`config.mk`:
```
export PLATFORM = sky130hd
export DESIGN_NAME = tap_burst_confirmer_core
export DESIGN_NICKNAME = d
export VERILOG_FILES = /design/src/design/tbc_pkg.sv /design/src/design/tbc_cfg.sv /design/src/design/tbc_engine.sv /design/src/design/tap_burst_confirmer_core.sv
export VERILOG_INCLUDE_DIRS = /design/src /design/src/design
export SDC_FILE = /design/constraint.sdc
export NUM_CORES = 1
export LEC_CHECK = 0
export ABC_AREA = 0
export BUFFER_PORTS_ARGS = -buffer_cell sky130_fd_sc_hd__buf_2
export CAP_MARGIN = 20
export CORE_ASPECT_RATIO = 0.9
export CORE_UTILIZATION = 45
export DETAILED_ROUTE_END_ITERATION = 8
export GPL_ROUTABILITY_DRIVEN = 0
export PLACE_DENSITY = 0.65
export SETUP_SLACK_MARGIN = 0.3
export SYNTH_ARGS = -nofsm -noshare
export SYNTH_HDL_FRONTEND = slang
export SYNTH_SLANG_ARGS = --single-unit
```
`constraint.sdc`:
```
create_clock -name clk -period 12.81 [get_ports clk]
set_input_delay 1.281 -clock clk [delete_from_list [all_inputs] [get_ports clk]]
set_output_delay 1.281 -clock clk [all_outputs]
set_load 0.005 [all_outputs]
```
`src/design/tap_burst_confirmer_core_macros.svh`:
```
// Assertion macros shared by the tap burst confirmer modules.
`ifndef TAP_BURST_CONFIRMER_CORE_MACROS_SVH
`define TAP_BURST_CONFIRMER_CORE_MACROS_SVH

`ifndef SYNTHESIS

// Same-cycle implication, sampled on the rising clock edge, off during reset.
`define TBC_ASSERT_IMP(name, clk, rst_n, ante, cons) \
    name: assert property (@(posedge clk) disable iff (!rst_n) (ante) |-> (cons)) \
        else $error("tap burst confirmer check failed");

// Next-cycle implication, sampled on the rising clock edge, off during reset.
`define TBC_ASSERT_NXT(name, clk, rst_n, ante, cons) \
    name: assert property (@(posedge clk) disable iff (!rst_n) (ante) |=> (cons)) \
        else $error("tap burst confirmer check failed");

`else

`define TBC_ASSERT_IMP(name, clk, rst_n, ante, cons)
`define TBC_ASSERT_NXT(name, clk, rst_n, ante, cons)

`endif

`endif

```
`src/design/tbc_pkg.sv`:
```
// Types, constants and helper functions of the tap burst confirmer.
package tbc_pkg;

    localparam int BASE_SAMPLES = 16;

    localparam int IN_TDATA_W  = 16;
    localparam int OUT_TDATA_W = 8;
    localparam int CFG_INDEX_W = 3;
    localparam int CFG_DATA_W  = 16;

    localparam logic [2:0]  TAPS_INIT   = 3'd1;
    localparam logic [2:0]  TAPS_SAT    = 3'd7;
    localparam logic [15:0] MS_SAT      = 16'hFFFF;

    localparam logic [15:0] WINDOW_MS_RST   = 16'd1500;
    localparam logic [15:0] MIN_SEP_MS_RST  = 16'd70;
    localparam logic [11:0] DROP_THR_RST    = 12'd50;
    localparam logic [2:0]  MIN_TAPS_RST    = 3'd1;
    localparam logic [2:0]  MAX_TAPS_RST    = 3'd3;

    typedef enum logic [2:0] {
        PH_IDLE = 3'b001,
        PH_BASE = 3'b010,
        PH_WIN  = 3'b100
    } phase_t;

    typedef enum logic [CFG_INDEX_W-1:0] {
        CFG_WINDOW_MS = 3'd0,
        CFG_MIN_SEP   = 3'd1,
        CFG_DROP_THR  = 3'd2,
        CFG_MIN_TAPS  = 3'd3,
        CFG_MAX_TAPS  = 3'd4
    } cfg_index_t;

    typedef struct packed {
        logic [15:0] window_ms;
        logic [15:0] min_separation_ms;
        logic [11:0] analog_drop_threshold;
        logic [2:0]  min_taps;
        logic [2:0]  max_taps;
    } cfg_t;

    typedef struct packed {
        logic        ms_tick;
        logic        digital_level;
        logic [11:0] analog_sample;
        logic        start_req;
    } item_t;

    typedef struct packed {
        logic        done_res;
        logic        confirmed;
        logic [2:0]  tap_count;
        logic        busy_res;
    } result_t;

    function automatic logic [15:0] sat_inc16(input logic [15:0] v);
        return (v == MS_SAT) ? MS_SAT : v + 16'd1;
    endfunction

endpackage

```
`src/design/tbc_cfg.sv`:
```
// Configuration register file of the tap burst confirmer.
module tbc_cfg (
    input  logic                             clk,
    input  logic                             rst_n,
    input  logic                             cfg_we,
    input  logic [tbc_pkg::CFG_INDEX_W-1:0]  cfg_index,
    input  logic [tbc_pkg::CFG_DATA_W-1:0]   cfg_data,
    output tbc_pkg::cfg_t                    cfg
);
    import tbc_pkg::*;

    cfg_t cfg_reg;
    cfg_t cfg_next;

    always_comb
    begin
        cfg_next = cfg_reg;
        if (cfg_we)
        begin
            unique case (cfg_index_t'(cfg_index))
                CFG_WINDOW_MS: cfg_next.window_ms             = cfg_data;
                CFG_MIN_SEP:   cfg_next.min_separation_ms     = cfg_data;
                CFG_DROP_THR:  cfg_next.analog_drop_threshold = cfg_data[11:0];
                CFG_MIN_TAPS:  cfg_next.min_taps              = cfg_data[2:0];
                CFG_MAX_TAPS:  cfg_next.max_taps              = cfg_data[2:0];
                default:       cfg_next = cfg_reg;
            endcase
        end
    end

    always_ff @(posedge clk or negedge rst_n)
    begin
        if (!rst_n)
        begin
            cfg_reg.window_ms             <= WINDOW_MS_RST;
            cfg_reg.min_separation_ms     <= MIN_SEP_MS_RST;
            cfg_reg.analog_drop_threshold <= DROP_THR_RST;
            cfg_reg.min_taps              <= MIN_TAPS_RST;
            cfg_reg.max_taps              <= MAX_TAPS_RST;
        end
        else
        begin
            cfg_reg <= cfg_next;
        end
    end

    assign cfg = cfg_reg;

endmodule

```
`src/design/tbc_engine.sv`:
```
// Confirmation state and the per-beat step logic of the tap burst confirmer.
`include "tap_burst_confirmer_core_macros.svh"

module tbc_engine (
    input  logic              clk,
    input  logic              rst_n,
    input  logic              advance,
    input  tbc_pkg::item_t    item,
    input  tbc_pkg::cfg_t     cfg,
    output tbc_pkg::result_t  result
);
    import tbc_pkg::*;

    phase_t      phase_reg,          phase_next;
    logic [4:0]  baseline_count_reg, baseline_count_next;
    logic [15:0] baseline_sum_reg,   baseline_sum_next;
    logic [11:0] rest_baseline_reg,  rest_baseline_next;
    logic        previous_level_reg, previous_level_next;
    logic [15:0] window_elapsed_reg, window_elapsed_next;
    logic [15:0] since_last_tap_reg, since_last_tap_next;
    logic [2:0]  taps_reg,           taps_next;

    always_comb
    begin
        logic done;
        logic conf;
        logic fall;
        logic drop;

        done = 1'b0;
        conf = 1'b0;
        fall = 1'b0;
        drop = 1'b0;

        phase_next          = phase_reg;
        baseline_count_next = baseline_count_reg;
        baseline_sum_next   = baseline_sum_reg;
        rest_baseline_next  = rest_baseline_reg;
        previous_level_next = previous_level_reg;
        window_elapsed_next = window_elapsed_reg;
        since_last_tap_next = since_last_tap_reg;
        taps_next           = taps_reg;

        if (item.start_req)
        begin
            phase_next          = PH_BASE;
            baseline_count_next = 5'd0;
            baseline_sum_next   = 16'd0;
            rest_baseline_next  = 12'd0;
            previous_level_next = 1'b1;
            window_elapsed_next = 16'd0;
            since_last_tap_next = 16'd0;
            taps_next           = TAPS_INIT;
        end

        unique case (phase_next)
            PH_BASE:
            begin
                baseline_sum_next   = baseline_sum_next + {4'd0, item.analog_sample};
                baseline_count_next = baseline_count_next + 5'd1;
                if (baseline_count_next >= 5'(BASE_SAMPLES))
                begin
                    rest_baseline_next  = 12'(baseline_sum_next / 16'(BASE_SAMPLES));
                    previous_level_next = item.digital_level;
                    window_elapsed_next = 16'd0;
                    since_last_tap_next = 16'd0;
                    taps_next           = TAPS_INIT;
                    phase_next          = PH_WIN;
                end
            end
            PH_WIN:
            begin
                if (item.ms_tick)
                begin
                    window_elapsed_next = sat_inc16(window_elapsed_next);
                    since_last_tap_next = sat_inc16(since_last_tap_next);
                end
                if (window_elapsed_next >= cfg.window_ms)
                begin
                    done = 1'b1;
                end
                else
                begin
                    fall = previous_level_next && !item.digital_level;
                    drop = (rest_baseline_next > item.analog_sample) &&
                           ((rest_baseline_next - item.analog_sample) >=
                            cfg.analog_drop_threshold);
                    if ((fall || drop) && (since_last_tap_next >= cfg.min_separation_ms))
                    begin
                        if (taps_next < TAPS_SAT)
                        begin
                            taps_next = taps_next + 3'd1;
                        end
                        since_last_tap_next = 16'd0;
                    end
                    previous_level_next = item.digital_level;
                    if (taps_next >= cfg.max_taps)
                    begin
                        done = 1'b1;
                    end
                end
                if (done)
                begin
                    conf = (taps_next >= cfg.min_taps) && (taps_next <= cfg.max_taps);
                    phase_next = PH_IDLE;
                end
            end
            PH_IDLE:
            begin
                phase_next = PH_IDLE;
            end
            default:
            begin
                phase_next = PH_IDLE;
            end
        endcase

        result.done_res  = done;
        result.confirmed = conf;
        result.tap_count = taps_next;
        result.busy_res  = (phase_next != PH_IDLE);
    end

    always_ff @(posedge clk or negedge rst_n)
    begin
        if (!rst_n)
        begin
            phase_reg          <= PH_IDLE;
            baseline_count_reg <= 5'd0;
            baseline_sum_reg   <= 16'd0;
            rest_baseline_reg  <= 12'd0;
            previous_level_reg <= 1'b1;
            window_elapsed_reg <= 16'd0;
            since_last_tap_reg <= 16'd0;
            taps_reg           <= TAPS_INIT;
        end
        else if (advance)
        begin
            phase_reg          <= phase_next;
            baseline_count_reg <= baseline_count_next;
            baseline_sum_reg   <= baseline_sum_next;
            rest_baseline_reg  <= rest_baseline_next;
            previous_level_reg <= previous_level_next;
            window_elapsed_reg <= window_elapsed_next;
            since_last_tap_reg <= since_last_tap_next;
            taps_reg           <= taps_next;
        end
    end

    `TBC_ASSERT_IMP(a_taps_nonzero, clk, rst_n, 1'b1, taps_reg != 3'd0)
    `TBC_ASSERT_IMP(a_base_count_range, clk, rst_n, phase_reg == PH_BASE,
                    baseline_count_reg < 5'(BASE_SAMPLES))
    `TBC_ASSERT_IMP(a_phase_onehot, clk, rst_n, 1'b1, $onehot(phase_reg))

endmodule

```
`src/design/tap_burst_confirmer_core.sv`:
```
// Top level of the tap burst confirmer: input register, step engine, result register.

// The block takes one sensor beat per clock cycle while the output is not stalled and
// returns one result beat for each, through the input register and the result register.
// A beat with start_req set opens a confirmation: it and the following beats, sixteen
// in all, form the rest baseline, after which the counting window runs on ms_tick until
// it expires or the tap count reaches max_taps. The result beat that closes the window
// has m_tlast set and carries the confirmed flag. The user must write configuration
// through cfg_we, cfg_index and cfg_data while the stream is idle; the block never checks.
`include "tap_burst_confirmer_core_macros.svh"

module tap_burst_confirmer_core (
    input  logic                              clk,
    input  logic                              rst_n,
    input  logic                              s_tvalid,
    output logic                              s_tready,
    // Fields from bit 0: start_req, analog_sample[11:0], digital_level, ms_tick, zero pad.
    input  logic [tbc_pkg::IN_TDATA_W-1:0]    s_tdata,
    output logic                              m_tvalid,
    input  logic                              m_tready,
    // Fields from bit 0: confirmed, tap_count[2:0], busy_res, zero pad.
    output logic [tbc_pkg::OUT_TDATA_W-1:0]   m_tdata,
    output logic                              m_tlast,
    input  logic                              cfg_we,
    input  logic [tbc_pkg::CFG_INDEX_W-1:0]   cfg_index,
    input  logic [tbc_pkg::CFG_DATA_W-1:0]    cfg_data
);
    import tbc_pkg::*;

    cfg_t    cfg;
    item_t   in_item_reg;
    logic    in_valid_reg, in_valid_next;
    result_t step_result;
    result_t out_result_reg;
    logic    out_valid_reg, out_valid_next;
    logic    advance;

    assign advance  = in_valid_reg && (!out_valid_reg || m_tready);
    assign s_tready = !in_valid_reg || advance;

    always_comb
    begin
        in_valid_next = in_valid_reg;
        if (s_tvalid && s_tready)
        begin
            in_valid_next = 1'b1;
        end
        else if (advance)
        begin
            in_valid_next = 1'b0;
        end

        out_valid_next = out_valid_reg;
        if (advance)
        begin
            out_valid_next = 1'b1;
        end
        else if (m_tready)
        begin
            out_valid_next = 1'b0;
        end
    end

    always_ff @(posedge clk or negedge rst_n)
    begin
        if (!rst_n)
        begin
            in_valid_reg  <= 1'b0;
            out_valid_reg <= 1'b0;
        end
        else
        begin
            in_valid_reg  <= in_valid_next;
            out_valid_reg <= out_valid_next;
        end
    end

    always_ff @(posedge clk)
    begin
        if (s_tvalid && s_tready)
        begin
            in_item_reg <= item_t'(s_tdata[$bits(item_t)-1:0]);
        end
        if (advance)
        begin
            out_result_reg <= step_result;
        end
    end

    tbc_cfg u_cfg (
        .clk       (clk),
        .rst_n     (rst_n),
        .cfg_we    (cfg_we),
        .cfg_index (cfg_index),
        .cfg_data  (cfg_data),
        .cfg       (cfg)
    );

    tbc_engine u_engine (
        .clk     (clk),
        .rst_n   (rst_n),
        .advance (advance),
        .item    (in_item_reg),
        .cfg     (cfg),
        .result  (step_result)
    );

    assign m_tvalid = out_valid_reg;
    assign m_tlast  = out_result_reg.done_res;
    assign m_tdata  = {3'd0, out_result_reg.busy_res, out_result_reg.tap_count,
                       out_result_reg.confirmed};

    `TBC_ASSERT_IMP(a_done_not_busy, clk, rst_n, m_tvalid && m_tlast, !m_tdata[4])
    `TBC_ASSERT_IMP(a_conf_needs_done, clk, rst_n, m_tvalid && m_tdata[0], m_tlast)
    `TBC_ASSERT_NXT(a_advance_fills_out, clk, rst_n, advance, out_valid_reg)

endmodule

```
======== Yosys cells after proc, flatten, opt, wreduce, memory -nomap -nowiden ========
Cells that the tools add are included.
word-level totals
  memory bits (writable) .................. 0
  latch bits .............................. 0
  output and inout bits ................... 11
  word-level logic and storage cells ...... 113
  ROM bits ................................ 0
  memories ................................ 0
  register bits after elaboration ......... 145
  input port bits ......................... 40
operators by class
  reductions and logical operators ........ 21
  bitwise logic cells ..................... 0
  multiply operators ...................... 0
  add/subtract/negate cells ............... 6
  $lt $le $gt $ge ......................... 9
  muxes and demuxes ....................... 45
  shift-type cells ........................ 0
  eq/ne operators ......................... 9
  div/mod/pow operators ................... 0
operators with widths
  kind                                                              number
  16-bit 2-to-1 mux                                                 14
  16-bit one-hot mux with 2 select lines                            2
  12-bit 2-to-1 mux                                                 3
  3-bit 2-to-1 mux                                                  11
  16-bit by 1-bit adder with 16-bit output (second input constant)  2
  16-bit == test (second input constant)                            2
  16-bit >= comparator                                              2
  16-bit by 12-bit adder with 16-bit output                         1
  12-bit >= comparator                                              1
  12-bit > comparator                                               1
  3-bit one-hot mux with 2 select lines                             2
  2-bit AND reduction                                               6
  12-bit subtractor                                                 1
  1-bit 2-to-1 mux                                                  10
  5-bit 2-to-1 mux                                                  2
  3-bit by 2-bit == test with 1-bit output (second input constant)  3
  3-bit == test (second input constant)                             2
  3-bit >= comparator                                               2
  1-bit logical AND                                                 6
  5-bit by 1-bit adder with 5-bit output (second input constant)    1
  5-bit >= comparator (second input constant)                       1
  2-bit nonzero test                                                2
  3-bit by 1-bit adder with 3-bit output (second input constant)    1
  3-bit by 1-bit == test with 1-bit output (second input constant)  1
  7 further kinds                                                   11

======== Depth between registers and ports, before layout ========
Gate-level depths: netlist (run 1).
  word-level depth ........................ 17
  gate-level depth with buffers ........... 29
  gate-level depth less buffers ........... 25

======== By module ========
From an unflattened synthesis (run 1), not the netlist that was laid out.
second synthesis, totals
  cell total of the unflattened synthesis .. 926
  area total of the unflattened synthesis .. 9212.6 um^2
by module, submodules not included
  module                    sequential area each (um^2)  instances  cells an instance  area an instance (um^2)
  tbc_engine                1805.5                       1          784                6517.5
  tbc_cfg                   1271.2                       1          109                1934.4
  tap_burst_confirmer_core  680.7                        1          33                 760.7

======== Worst setup path after synthesis (run 1) ========
OpenSTA, ideal clock, no wires.
  path kind ............................... reg-to-reg
  start ................................... register in_item_reg[0] (netlist name)
  end ..................................... register out_result_reg (netlist bit m_tdata[0]) (data pin)
  data arrival time ....................... 5.014 ns
  library setup time ...................... 0.258 ns
  clock period less this slack ............ 5.271 ns
  data required time ...................... 12.552 ns
  slack ................................... 7.539 ns
  stages on the path, launching flop included .. 28
  buffers on the path ..................... 4
  cells stage by stage .................... edfxtp_1 > buf_2 > buf_2 > clkbuf_1 > clkbuf_1 > nand2b_1 > inv_1 > ha_1 > nor2b_1 > o21ai_1 > a21boi_1 > nor4_1 > o31ai_1 > nor4_1 > nor3_1 > xor2_1 > ha_1 > nand4_1 > o211ai_1 > o221a_2 > and2_1 > mux2i_1 > ha_1 > nand2b_1 > a21o_1 > a21oi_1 > a31oi_1 > nor3b_1
on the way
  word-level cells in the longest chain between the ends .. 15
  elaborated cells on any way between the ends .. 42
  those cells by class .................... add/sub: 4; order compare: 8; eq/ne: 3; mux: 21; reduce/logical: 6
RTL lines
  item                                                                        RTL line                        text
  start, declared                                                             tap_burst_confirmer_core.sv:31  item_t in_item_reg;
  start signal, assigned                                                      tap_burst_confirmer_core.sv:82  in_item_reg <= item_t'(s_tdata[$bits(item_t)-1:0]);
  16-bit 2-to-1 mux                                                           tbc_engine.sv:44                if (item.start_req)
  16-bit by 1-bit adder with 16-bit output or 16-bit == test (tied branches)  tbc_pkg.sv:58                   return (v == MS_SAT) ? MS_SAT : v + 16'd1;
  16-bit 2-to-1 mux                                                           tbc_pkg.sv:58
  16-bit 2-to-1 mux                                                           tbc_engine.sv:73                if (item.ms_tick)
  16-bit 2-to-1 mux                                                           tbc_engine.sv:56                unique case (phase_next)
  16-bit >= comparator                                                        tbc_engine.sv:88                if ((fall || drop) && (since_last_tap_next >= cfg.min_separation_ms))
  1-bit logical AND                                                           tbc_engine.sv:88
  3-bit 2-to-1 mux                                                            tbc_engine.sv:88
  3-bit 2-to-1 mux                                                            tbc_engine.sv:78                if (window_elapsed_next >= cfg.window_ms)
  3-bit 2-to-1 mux                                                            tbc_engine.sv:56
  3-bit >= comparator                                                         tbc_engine.sv:97                if (taps_next >= cfg.max_taps)
  1-bit 2-to-1 mux                                                            tbc_engine.sv:97
  1-bit 2-to-1 mux                                                            tbc_engine.sv:78
  1-bit 2-to-1 mux                                                            tbc_engine.sv:56
  2-bit AND reduction (no line)                                               -
  end signal, assigned                                                        tap_burst_confirmer_core.sv:86  out_result_reg <= step_result;
  end, declared                                                               tap_burst_confirmer_core.sv:34  result_t out_result_reg;
Parallel ways exist; a longest one is shown, timed or not. The select of a mux whose other input is x is not followed.
A chain may end at the register's enable or synchronous reset.

======== Worst setup path in the final report (run 1) ========
Same ends and word-level chain as after synthesis.

==> results.yml, run 1 <==
synth:
  syn_inst: 958
  synth_edf_count: 21
  syn_avg_cell_area_um2: 9.43
  ys_warn_count: 0
  ys_seq_area_share_pct: 41.6
  netlist_area_mm2: 0.00903
  yosysTopAreaCell: "dfrtp_1"
  ys_dominant_reg_cell: "dfrtp_1"
  ys_types: 73
  ys_top_cells_by_area: "dfrtp_1, ha_1, edfxtp_1"
  synthArstFlopShare_pct: 85.5
  yosys.area.top_type_share_pct: 29.1
  synth-seq-cells: 145
sta:
  fmax_mhz: 170
  report.final.setup_viol: 0
  slew_viol_final: 0
  tightestPinTransition_ns: 1.08
  hold_viol_final: 0
  fin_setup_tns_ns: 0
  period_share_pct: 45.9
  max-slew-margin-rel_pct: 27.8
  min_period_ns: 5.88
  setup_ws_ns: 6.93
  fin_skew_ns: 0.0112
  rsz0062_at_grt: "false"
  fin_hold_ws_ns: 0.467
setup_path:
  path_class: "flip-flop to flip-flop"
  critPathTopFamily: "simple AND/OR/NAND/NOR gates"
  crit_buf_inv: 3
  cp_max_fo: 65
  endpoint_kind: "flip-flop"
  cpPeakStageDelay_ns: 0.62
  cp.arrival_ns: 6.04
  setup.worst_path.start_class: "flip-flop"
  cp_slowest_cell: "buf_4"
  critical_path_required_ns: 12.98
  crit_path_frequent_cell: "ha_1"
floorplan:
  start_util_pct: 46.6
  die_h_um: 136
  num_rows: 48
  die_area_mm2: 0.0206
  die_w_um: 151
  coreArea_mm2: 0.0194
  ios: 51
drt:
  vias: 6850
  drc_errors: 0
  antenna_left: 0
  via_per_inst: 5.42
  wl_per_cell_um: 15.5
  drt_wl_total_um: 19600
  drt-pass1-iter-count: 4
  drt_iter0_drc: 377
clocking:
  htree_levels: 4
  cts-root-buf: "clkbuf_16"
  cts_hold_buf: 0
  clk_path_buf_depth: 2
  numCtsBuffers: 17
  cts_setup_buffers: 0
  ctsResizeCount: 0
  clock_latency_ns: 0.42
  cts_tree: "built"
  clock_sinks: 145
  cts.reportedPaths.clkPinSlew_ns: 0.06
finish:
  finalInstanceArea_mm2: 0.0101
  final_nets: 1123
  largest_reg_flops: 50
  num_antenna_cells: 0
  final-instance-count-excl-fill: 1263
  drive_above_1_share_pct: 13.2
  area_growth_pct: 12.3
  fill_cells: 1785
  post-route-util_pct: 52.3
power_and_ir_drop:
  power_density_mw_per_mm2: 136
  ir_drop_mv: 0.0825
  leakagePower_nw: 4.67
  power.total_mw: 1.38
place:
  port_buffers: 46
  placed_area_mm2: 0.00952
  place_inst: 1230
  hpwl_um: 14100
  dp_worst_setup_slack_ns: 6.93
flow_run:
  maxCapViolCount: 0
global_route:
  grt_pass1_vias: 6573
  grt_pass1_wl_um: 33300
  track_usage_pct: 20.9
  grt_max_degree: 78
  antenna_found_initial: 0
  gr-total-overflow: 0
status:
  status: "complete, no violations"
min_path:
  hold_path.class: "flip-flop to flip-flop"
## synthesized netlist by cell type, drive strengths merged (12+ instances only)
cell and n:
mux2i 12, dfrtp 105, nand2b 18, nand2 119, inv 74, nor3 12, dfstp 19, nand4 17
nand3 20, a22o 38, a21oi 37, nor2 51, edfxtp 21, clkbuf 27, a21o 13, xor2 18
o21ai 90, nor2b 43, ha 81, xnor2 26
## power breakdown
part	total [mW]	internal [mW]	switching (mW)
Clock	0.506	0.315	0.192
Combinational	0.297	0.127	0.170
Sequential	0.579	0.545	0.0340
Total	1.38	0.987	0.396
## worst register-to-register path: cells and delay by family (launching register included)
family	cells	cell delay, ns
adder cells (fa/ha/maj)	3	0.82
multiplexers	1	0.20
XOR/XNOR	1	0.15
flip-flops	1	0.33
buffers and inverters	3	0.93
AND/OR/NAND/NOR	9	1.65
AO/OA/AOI/OAI	8	1.54
## cell families after synthesis
kind of cell             after synthesis  synth area share, %
flip-flops                           145                 41.6
AO/OA/AOI/OAI                        236                 17.4
buffers and inverters                109                 4.78
adder cells (fa/ha/maj)               83                 11.7
AND/OR/NAND/NOR                      317                 17.6
other                                  1               0.0415
XOR/XNOR                              44                 4.27
multiplexers                          23                 2.70
## routing by layer
metal | share of wire (%) | GRT usage (%) | vias up
met3 | 3.5 | 3.76 | 16
met1 | 53 | 31.2 | 3224
met4 | 1.2 | 5.89 | 0
met5 | 0 | 0 | -
li1 | - | - | 3482
met2 | 42 | 30.7 | 128
## placed cells by master (no fill, tap or decap), types with 17 or more instances in the layout
cell type / count
nand2_1: 118
dfrtp_1: 105
ha_1: 81
inv_1: 72
o21ai_0: 55
nor2_1: 50
buf_2: 45
nor2b_1: 42
a22o_1: 38
a21oi_1: 37
o21ai_1: 34
xnor2_1: 26
edfxtp_1: 21
nand3_1: 20
dfstp_2: 19
nand2b_1: 18
xor2_1: 18
nand4_1: 17
clkbuf_16: 17
## path summary, 6_finish.rpt
path                                                           from                                  endpoint  slack (ns)  depth (start not counted)
min reg2reg                u_engine.baseline_sum_reg[0]$_DFFE_PN0P_  u_engine.baseline_sum_reg[0]$_DFFE_PN0P_        0.47                          2
max reg2reg                                in_item_reg[0]$_DFFE_PP_                  m_tdata[0]$_SDFFCE_PN0P_        6.93                         25
min                        u_engine.baseline_sum_reg[0]$_DFFE_PN0P_  u_engine.baseline_sum_reg[0]$_DFFE_PN0P_        0.47                          2
max in group asynchronous                                     rst_n         u_engine.phase_reg[0]$_DFFE_PN1P_       10.79                          3
max                                        in_item_reg[0]$_DFFE_PP_                  m_tdata[0]$_SDFFCE_PN0P_        6.93                         25
min in group asynchronous                                     rst_n                 u_cfg.cfg[28]$_DFFE_PN0P_        0.88                          1
## area by class of cell
cell class                      count  area [um2]  share of cell area, %
Tap cell                          250         313                   3.08
Sequential cell                   145        3760                   37.0
Multi-Input combinational cell    706        4870                   48.0
Timing Repair Buffer               56         328                   3.23
Inverter                           74         278                   2.74
Clock buffer                       21         460                   4.54
Clock inverter                     11         136                   1.34
No activity file was read; power rests on OpenSTA's default activity.
==> run 2, diff against run 1 <==
==> constraint.sdc (replaced) <==
create_clock -name clk -period 6.1 [get_ports clk]
set_input_delay 0.61 -clock clk [delete_from_list [all_inputs] [get_ports clk]]
set_output_delay 0.61 -clock clk [all_outputs]
set_load 0.005 [all_outputs]
==> results.yml, run 2 (synthesis gave the netlist of run 1 again) <==
status:
  status: "complete, no violations"
finish:
  finalInstanceArea_mm2: 0.0102
  num_antenna_cells: 0
  final_nets: 1127
  largest_reg_flops: 50
  fill_cells: 1775
  drive_above_1_share_pct: 13.7
  area_growth_pct: 13.0
  final_common_cell: "nand2_1"
  final_cell_mix: "nand2_1, dfrtp_1, ha_1"
  post-route-util_pct: 52.6
  seq_area_mm2: 0.00376
  multiInputGateArea_mm2: 0.00487
drt:
  drt_wl_total_um: 20100
  drt_iter0_drc: 389
  via_per_inst: 5.44
  drt-pass1-iter-count: 5
  drc_errors: 0
  antenna_left: 0
  wl_per_cell_um: 15.8
  vias: 6890
clocking:
  clk_path_buf_depth: 2
  htree_levels: 4
  cts_tree: "built"
  cts_setup_buffers: 0
  clock_latency_ns: 0.42
  cts_hold_buf: 0
  ctsResizeCount: 0
  cts-root-buf: "clkbuf_16"
  numCtsBuffers: 17
  clock_sinks: 145
  cts.reportedPaths.clkPinSlew_ns: 0.06
sta:
  slew_viol_final: 0
  hold_viol_final: 0
  max-slew-margin-rel_pct: 31.7
  report.final.setup_viol: 0
  period_share_pct: 88.6
  tightestPinTransition_ns: 1.02
  fin_skew_ns: 0.0112
  rsz0062_at_grt: "false"
  min_period_ns: 5.41
  fin_setup_tns_ns: 0
  fmax_mhz: 185
power_and_ir_drop:
  switchingPower_mw: 0.840
  leakagePower_nw: 4.71
  ir_drop_mv: 0.196
  p_sw_share_pct: 28.1
  power_density_mw_per_mm2: 293
  comb_power_share_pct: 21.2
  pwr-share-clk_pct: 38.0
  power.internal_mw: 2.15
  p_seq_share_pct: 40.7
setup_path:
  endpoint_kind: "flip-flop"
  crit_path_frequent_cell: "ha_1"
  cp.arrival_ns: 5.58
  worstPathCellList: "buf_12 -> nor2b_1 -> ha_1 -> nand3_1 -> or3b_1 -> nor2_1 -> nand2_1 -> o21ai_0 -> ha_1 -> nand4_1 -> or4_1 -> o21ai_1 -> o221a_2 -> and2_1 -> mux2i_1 -> ha_1 -> nand2b_1 -> a21o_1 -> a21oi_1 -> a31oi_1 -> nor3b_1"
  setup.worst_path.start_class: "flip-flop"
  startpoint: "in_item_reg[0]$_DFFE_PP_"
  path_class: "flip-flop to flip-flop"
  reg2reg_from: "in_item_reg[0]$_DFFE_PP_"
  r2r_end: "m_tdata[0]$_SDFFCE_PN0P_"
  cp_max_fo: 16
  cpPeakStageDelay_ns: 0.53
  worst-r2r-setup-slack_ns: 0.69
  critical_path_required_ns: 6.28
  cp_slowest_cell: "or4_1"
  worstSetupEndpoint: "m_tdata[0]$_SDFFCE_PN0P_"
  reg2reg_depth: 21
global_route:
  antenna_found_initial: 0
  grt_pass1_wl_um: 33400
  grt_pass1_vias: 6571
  track_usage_pct: 21.0
  grt_max_degree: 68
  gr-total-overflow: 0
place:
  placed_area_mm2: 0.00955
  hpwl_um: 14400
  port_buffers: 46
flow_run:
  maxCapViolCount: 0
floorplan:
  die_h_um: 136
  start_util_pct: 46.6
  coreArea_mm2: 0.0194
  num_rows: 48
  die_w_um: 151
  die_area_mm2: 0.0206
  ios: 51
min_path:
  hold_path.class: "input port to asynchronous set/reset pin"
## run 2: cell types whose count changed in the layout (fill, tap and decap cells not counted)
| cell | before | now |
|---|---|---|
| buf_6 | 0 | 1 |
| buf_16 | 1 | 0 |
| clkinv_2 | 3 | 4 |
| clkbuf_8 | 2 | 1 |
| clkbuf_1 | 2 | 3 |
| clkinvlp_4 | 2 | 1 |
| clkinv_1 | 2 | 0 |
| buf_4 | 10 | 13 |
| buf_12 | 0 | 1 |
| bufinv_16 | 3 | 5 |
## run 2: final cells by class
| cell class | count | area share [%] |
|---|---|---|
| timing repair buffer | 60 | 3.47 |
| multi-input combinational | 706 | 47.7 |
| clock buffer | 21 | 4.41 |
| tap | 250 | 3.06 |
| inverter | 74 | 2.72 |
| clock inverter | 11 | 1.83 |
| sequential | 145 | 36.8 |
## run 2: power by group through the flow
stage	logic (mW)	clock network, mW	registers (mW)
global route	0.731	1.20	1.24
global placement	0.616	0	1.23
finish	0.635	1.14	1.22
detailed placement	0.631	0	1.24
CTS	0.635	1.16	1.22
floorplan	0.480	0	1.21
## run 2: worst min path at each step
| stage | start | endpoint | depth (start not counted) |
|---|---|---|---|
| after floorplan | rst_n | in_valid_reg$_DFFE_PN0P_ | 0 |
| after global placement | u_engine.baseline_sum_reg[9]$_DFFE_PN0P_ | u_engine.baseline_sum_reg[9]$_DFFE_PN0P_ | 2 |
| after detailed placement | u_engine.baseline_sum_reg[9]$_DFFE_PN0P_ | u_engine.baseline_sum_reg[9]$_DFFE_PN0P_ | 2 |
| after CTS | rst_n | u_cfg.cfg[27]$_DFFE_PN0P_ | 1 |
| after global routing | rst_n | u_cfg.cfg[29]$_DFFE_PN0P_ | 1 |
| final | rst_n | u_cfg.cfg[27]$_DFFE_PN0P_ | 1 |
## run 2: metrics by stage
step | total power, mW | hold slack, ns | worst slack [ns] | std cells
final | 2.99 | 0.237 | 0.694 | 1267
after global routing | 3.16 | 0.304 | 0.312 | 1267
after CTS | 3.02 | 0.264 | 0.505 | 1266
after detailed placement | 1.87 | 0.460 | 0.554 | 1234
after global placement | 1.85 | 0.452 | 0.623 | 1233
after floorplan | 1.69 | 0.314 | 0.829 | 960
## run 2: critical path, delay by kind of cell (launching register included)
family                   cells  cell delay (ns)
buffers and inverters        1             0.18
flip-flops                   1             0.42
AND/OR/NAND/NOR             10             2.49
multiplexers                 1             0.23
AO/OA/AOI/OAI                6             1.16
adder cells (fa/ha/maj)      3             0.67
## run 2: routing by layer
metal | global-route usage [%] | routed length [um]
met2 | 30.9 | 8490
met4 | 5.00 | 190
met1 | 31.2 | 10600
met5 | 0 | 0
met3 | 4.36 | 761
